`config.mk`:
```
export PLATFORM = sky130hd
export DESIGN_NAME = dsa_ctrl
export DESIGN_NICKNAME = d
export VERILOG_FILES = /design/src/sv/dsa_pkg.sv /design/src/sv/dsa_ctrl.sv
export SDC_FILE = /design/constraint.sdc
export NUM_CORES = 1
export LEC_CHECK = 0
export BUFFER_PORTS_ARGS = -buffer_cell sky130_fd_sc_hd__clkbuf_2
export CAP_MARGIN = 25
export CORE_AREA = 2 2 39 41
export DETAILED_ROUTE_END_ITERATION = 10
export DIE_AREA = 0 0 41 43
export PLACE_DENSITY = 0.61
export SLEW_MARGIN = 10
export SYNTH_ARGS = -nofsm -noshare
export SYNTH_HDL_FRONTEND = slang
export SYNTH_SLANG_ARGS = --single-unit
```
`constraint.sdc`:
```
create_clock -name clk -period 4.6 [get_ports clk]
set_input_delay 0.46 -clock clk [delete_from_list [all_inputs] [get_ports clk]]
set_output_delay 0.46 -clock clk [all_outputs]
set_load 0.02 [all_outputs]
```
`src/sv/dsa_pkg.sv`:
```
`timescale 1ns / 1ps
// dsa_pkg: shared types, constants and helpers for decimal_scale_align.
// No dependencies; used by dsa_ctrl, dsa_datapath and decimal_scale_align.
package dsa_pkg;

  localparam int MagBitsDefault  = 96;
  localparam int MaxScaleDefault = 28;

  localparam int FieldMagW = 96;
  localparam int MagLoW    = 64;
  localparam int MagHiW    = 32;
  localparam int MagMinW   = 32;
  localparam int ScaleW    = 5;

  // divide by ten works on 24-bit chunks, most significant first
  localparam int ChunkW     = 24;
  localparam int RemW       = 4;
  localparam int RecipW     = 29;
  localparam int RecipShift = 32;
  localparam logic [RecipW-1:0] Recip10 = 29'd429496730;

  typedef struct packed {
    logic [MagLoW-1:0] a_mag_low;
    logic [MagHiW-1:0] a_mag_high;
    logic [ScaleW-1:0] a_scale;
    logic              a_negative;
    logic [MagLoW-1:0] b_mag_low;
    logic [MagHiW-1:0] b_mag_high;
    logic [ScaleW-1:0] b_scale;
    logic              b_negative;
  } req_t;

  typedef struct packed {
    logic [MagLoW-1:0] out_a_low;
    logic [MagHiW-1:0] out_a_high;
    logic [MagLoW-1:0] out_b_low;
    logic [MagHiW-1:0] out_b_high;
    logic [ScaleW-1:0] common_scale;
    logic              out_a_negative;
    logic              out_b_negative;
  } res_t;

  typedef enum logic [1:0] {
    ST_IDLE,
    ST_MUL,
    ST_DIV,
    ST_FINISH
  } state_t;

  typedef struct packed {
    logic load;
    logic mul_step;
    logic div_chunk;
    logic dec_high;
    logic out_load;
  } cmd_t;

  typedef struct packed {
    logic scales_eq;
    logic fits;
  } sts_t;

  function automatic int mag_width(input int bits);
    int w;
    w = bits;
    if (w > FieldMagW) w = FieldMagW;
    if (w < MagMinW) w = MagMinW;
    return w;
  endfunction

  function automatic int chunk_count(input int bits);
    return (mag_width(bits) + ChunkW - 1) / ChunkW;
  endfunction

endpackage

```
`src/sv/dsa_ctrl.sv`:
```
`timescale 1ns / 1ps
// dsa_ctrl: sequencer for decimal_scale_align (load, x10 steps, /10 chunks, result).
// Depends on dsa_pkg.
module dsa_ctrl #(
  parameter int MAG_BITS = dsa_pkg::MagBitsDefault
) (
  input  logic          clk,
  input  logic          rst,
  input  logic          req_valid,
  output logic          req_stall,
  output logic          res_valid,
  input  logic          res_stall,
  input  dsa_pkg::sts_t sts,
  output dsa_pkg::cmd_t cmd
);
  import dsa_pkg::*;

  localparam int Chunks = chunk_count(MAG_BITS);
  localparam int CntW   = $clog2(Chunks);
  localparam logic [CntW-1:0] LastChunk = CntW'(Chunks - 1);

  state_t          state, state_next;
  logic [CntW-1:0] cnt, cnt_next;
  logic            out_valid, out_valid_next;

  always_ff @(posedge clk) begin
    if (rst) begin
      state     <= ST_IDLE;
      cnt       <= '0;
      out_valid <= 1'b0;
    end else begin
      state     <= state_next;
      cnt       <= cnt_next;
      out_valid <= out_valid_next;
    end
  end

  always_comb begin
    state_next = state;
    cnt_next   = cnt;
    cmd        = '0;
    unique case (state)
      ST_IDLE: begin
        if (req_valid) begin
          cmd.load   = 1'b1;
          cnt_next   = '0;
          state_next = ST_MUL;
        end
      end
      ST_MUL: begin
        if (sts.scales_eq) begin
          state_next = ST_FINISH;
        end else if (sts.fits) begin
          cmd.mul_step = 1'b1;
        end else begin
          state_next = ST_DIV;
        end
      end
      ST_DIV: begin
        if (sts.scales_eq) begin
          state_next = ST_FINISH;
        end else begin
          cmd.div_chunk = 1'b1;
          if (cnt == LastChunk) begin
            cmd.dec_high = 1'b1;
            cnt_next     = '0;
          end else begin
            cnt_next = cnt + 1'b1;
          end
        end
      end
      ST_FINISH: begin
        if (!out_valid || !res_stall) begin
          cmd.out_load = 1'b1;
          state_next   = ST_IDLE;
        end
      end
      default: begin
        state_next = ST_IDLE;
      end
    endcase

    if (cmd.out_load) begin
      out_valid_next = 1'b1;
    end else if (out_valid && !res_stall) begin
      out_valid_next = 1'b0;
    end else begin
      out_valid_next = out_valid;
    end
  end

  assign req_stall = (state != ST_IDLE);
  assign res_valid = out_valid;

endmodule

```
; After elaboration in Yosys (flattened, before gate mapping)
; Cells that the tools add are included.
[classes]
addsub = 1
n_eq_ne = 9
n_reduce_logical = 10
mux = 22
[op_table]
columns = operator, count
row1 = $mux 2, 10
row2 = $mux 1, 10
row3 = $ne 2x2->1 const B, 4
row4 = $pmux 2 s4, 1
row5 = $eq 2x2->1 const B, 3
row6 = $reduce_bool 2->1, 3
row7 = $pmux 2 s2, 1
row8 = $reduce_and 4->1, 1
row9 = $ne 3x3->1 const B, 1
row10 = $reduce_and 3->1, 1
row11 = $add 2x1->2 const B, 1
row12 = $eq 2x1->1 const B, 1
row13 = $logic_not 1->1, 2
row14 = $logic_not 2->1, 1
row15 = $logic_and 1x1->1, 1
row16 = $logic_or 1x1->1, 1
[totals]
regBits = 5
output_inout_bits = 7
elab_cells = 45
input_bits = 6

; Logic depth before layout (Yosys ltp)
[depth]
word_depth = 5
ltp_mapped = 5
mapped_depth_nobuf = 5

; Worst setup path after synthesis
; Ideal clock, no wire load.
[synth_path]
path_type = flip-flop to flip-flop
start = register state[0]
end = register cnt[0]
setup_time_ps = 70
required_time_ps = 4530
path_buffers = 0
stages_incl_launch_ff = 6
synth_period_minus_slack_ps = 1575
t_arrival_ps = 1505
setup_slack_ps = 3025
path_cell_list = dfxtp_1 inv_1 ha_1 and2b_4 or4_1 a21oi_1
[synth_via]
elab_chain_cells = 3
elab_cells_between_ends = 7
cone_classes = eq/ne: 3 / mux: 1 / reduce/logical: 3
[synth_rtl]
columns = element, line
row1 = start: declaration, dsa_ctrl.sv:22  ; state_t state, state_next;
row2 = start signal: assignment, dsa_ctrl.sv:32  ; state <= state_next;
row3 = $eq 2x2->1 or $logic_not 2->1 (tied branches), dsa_ctrl.sv:42  ; unique case (state)
row4 = $ne 2x2->1 (no line) or $reduce_bool 2->1 (tied branches), --
row5 = $reduce_and 3->1 (no line), --
row6 = end signal: assignment, dsa_ctrl.sv:33  ; cnt <= cnt_next;
row7 = end: declaration, dsa_ctrl.sv:23  ; logic [CntW-1:0] cnt, cnt_next;
; Several ways; a longest one is shown, not always the timed one.
; A chain may end at the register's enable or synchronous reset.

==> run_results.csv <==
group,metric,value,unit
placed_design,placed_cell_area,480,um2
worst_setup_path,end_kind,"output port",
min_path,hold_end,"cnt[1]$_SDFFE_PP0P_",
cts,postCtsSetupBuffers,0,
final_layout,syn_to_final_growth,24.2,%
worst_setup_path,rrSetupSlack,2.92,ns
cts,cts-root-buf,"clkbuf_4",
final_layout,nets,73,
placed_design,place.gp.congestion,0.712,
route,vias_per_cell,4.87,
synthesis,synth-xor-area-share,0,%
route,wl_per_cell,11.0,um
timing,slew_headroom,80.6,%
worst_setup_path,arrival,1.40,ns
floorplanning,die_w,41,um
cts,max-clock-path-buffers,2,
cts,cts_tree,"yes",
timing,timing.fmax,539,MHz
route,antenna_left,0,
worst_setup_path,path_class,"register to output port",
cts,cts_sinks,5,
min_path,hold_class,"input port to register",
floorplanning,die_area,1760,um2
synthesis,synth_compound_area_share,11.0,%
worst_setup_path,rr_worst_depth,5,
synthesis,syn-instance-count,44,
worst_setup_path,critPathLaunch,"state[0]$_SDFFE_PP0P_",
worst_setup_path,cp_max_fo,6,
final_layout,final_layout_size_suffix_gt1_share,28.8,%
final_layout,seq_area,100,um2
timing,setup_viol,0,
synthesis,synth_top_family_by_area,"simple AND/OR/NAND/NOR gates",
synthesis,synth.area.top_cells,"dfxtp_1 25%, ha_1 21%, o31ai_1 5.5%, nor4_4 5.2%, mux2i_1 4.9%",
global_routing,grt.met2_usage,18.8,%
synthesis,ys_ff_latch,5,
synthesis,synth.largest_area_cell,"dfxtp_1",
floorplanning,initial_core_util,29.5,%
power_and_ir_drop,power,0.267,mW
global_routing,met1_usage,7.62,%
route,drt-pass1-iter-count,2,
floorplanning,core,1380,um2
power_and_ir_drop,ir_worst_vdd,0.180,mV
worst_setup_path,r2r_end,"cnt[0]$_SDFFE_PP0P_",
power_and_ir_drop,p_leak,0.271,nW
job,cap_violations,0,
global_routing,grt.busiest_layer,"met2",
synthesis,syn_avg_cell_area,9.27,um2
floorplanning,num_io_pins,13,
timing,post-route-min-period,1.86,ns
synthesis,yosysTopAreaCellShare,24.5,%
timing,rsz0062_at_grt,"no",
timing,post-route-period-util,40.3,%
global_routing,grt_overflow,0,
final_layout,n_antenna_cell,0,
route,via_count,365,
global_routing,grt_start_max_net_pins,7,
global_routing,grt_pass1_wl,1.19,mm
worst_setup_path,crit_chain,"inv_1 -> ha_1 -> nor2b_1 -> clkbuf_2",
synthesis,synth_mux_area_share,4.91,%
worst_setup_path,timing.rr.start,"state[0]$_SDFFE_PP0P_",
timing,finalSetupTns,0,ns
cts,hold_buffers,0,
timing,slew_violations,0,
cts,h-tree-depth,1,
global_routing,antenna_found_initial,0,
synthesis,ys_types,19,
floorplanning,die_h,43,um
final_layout,multi_input_area,285,um2
timing,fin_skew,0.00119,ns
timing,tightest_slew,0.291,ns
synthesis,yosysWarnings,0,
global_routing,first_global_vias,353,
final_layout,fillCellCount,153,
route,drcViolationCount,0,
min_path,hold_start,"rst",
worst_setup_path,crit_path_top_delay_cell,"dfxtp_1",
final_layout,finish.instance_area,507,um2
placed_design,dp.cells,71,
min_path,whs_path_depth,2,
route,postRouteWirelength,824,um
floorplanning,rows,14,
placed_design,hpwl,672,um
power_and_ir_drop,powerDensity,526,nW/um2
global_routing,track_usage,10.5,%
cts,numCtsBuffers,3,
cts,insertion_delay,0.24,ns
synthesis,syn-num-nets,57,
cts,path_clk_slew,0.04,ns
worst_setup_path,slowest_delay,0.35,ns
placed_design,port_buffers,12,
route,drt-initial-drc-count,1,
global_routing,met3_usage,7.85,%
cts,cts_resized,0,
final_layout,fin_cells,75,
synthesis,synth-simple-area-share,32.5,%
timing,finalHoldWorstSlack,0.435,ns
worst_setup_path,worstPathRequired,4.14,ns
timing,finalHoldViolCount,0,
synthesis,synth_area,408,um2
synthesis,yosysSeqAreaShare,24.5,%
worst_setup_path,critPathLaunchType,"register",
synthesis,synth-adder-area-share,21.5,%
status,run_status,"completed",
## where the power goes
part	switching [mW]	internal, mW	total, mW
clock	0.0170	0.0327	0.0498
combinational	0.0842	0.0636	0.148
sequential	0.0144	0.0549	0.0693
total	0.116	0.151	0.267
## layout by cell type (no fill, tap or decap)
| cell | synthesis | final |
|---|---|---|
| clkbuf_2 | 0 | 12 |
| ha_1 | 7 | 7 |
| dfxtp_1 | 5 | 5 |
| inv_1 | 4 | 4 |
| a21oi_1 | 3 | 3 |
| nand2_1 | 3 | 3 |
| o31ai_1 | 3 | 3 |
| clkbuf_4 | 0 | 3 |
| nor2b_1 | 2 | 2 |
| and3b_1 | 2 | 2 |
| and2_1 | 2 | 2 |
| nor2_1 | 2 | 2 |
| and3_1 | 2 | 2 |
| mux2i_1 | 2 | 2 |
| a21boi_0 | 1 | 1 |
| and2b_4 | 1 | 1 |
| nor4_4 | 1 | 1 |
| or3b_1 | 1 | 1 |
| or4_1 | 1 | 1 |
| nand4bb_1 | 1 | 1 |
| clkbuf_1 | 0 | 1 |
## cell usage after synthesis (all sizes together)
cell type,number
and2b,1
dfxtp,5
or4,1
ha,7
nand4bb,1
nor2,2
buf,1
a21oi,3
a21boi,1
and2,2
inv,4
o31ai,3
mux2i,2
nor4,1
and3,2
nor2b,2
and3b,2
nand2,3
or3b,1
## metrics by stage
stage               setup WS [ns]  utilization (%)
global placement             2.98             34.7
finish                       2.74             36.6
global route                 2.67             36.6
CTS                          2.73             36.6
detailed placement           2.93             34.7
floorplan                    3.02                -
## logic make-up (layout without fill, tap and decap cells)
logic type | Yosys count | count (layout)
and+or+nand+nor | 18 | 18
adders and majority gates | 7 | 7
muxes | 2 | 2
AOI/OAI and AO/OA | 7 | 7
buffers and inverters | 5 | 20
DFF | 5 | 5
## routing by layer
metal | vias up | share of wire (%)
li1 | 185 | -
met1 | 168 | 41
met2 | 12 | 52
met3 | 0 | 6.9
met4 | 0 | 0
met5 | - | 0
## flip-flops by register name, indices dropped and copies added (netlist names)
signal,cells
state,2
res_valid,1
cnt,2
## area by class of cell
| class | instances | area share, % |
|---|---|---|
| tap | 16 | 3.95 |
| inverter | 4 | 2.96 |
| multi-input combinational | 34 | 56.3 |
| sequential | 5 | 19.8 |
| clock buffer | 4 | 5.19 |
| timing repair buffer | 12 | 11.9 |
## worst max path at each step
stage	endpoint	depth (start not counted)
floorplan	cnt[0]$_SDFFE_PP0P_	5
global placement	cnt[0]$_SDFFE_PP0P_	5
detailed placement	cnt[0]$_SDFFE_PP0P_	5
CTS	cmd[2]	4
global route	cmd[2]	4
finish	cmd[2]	4
## worst max-delay path: cells and delay by family (launching register included)
kind,cells,cell delay [ns]
buffers and inverters,2,0.36
flip-flops,1,0.35
AND/OR/NAND/NOR,1,0.28
adder cells (fa/ha/maj),1,0.17
Power figures use the tool's default switching activity.
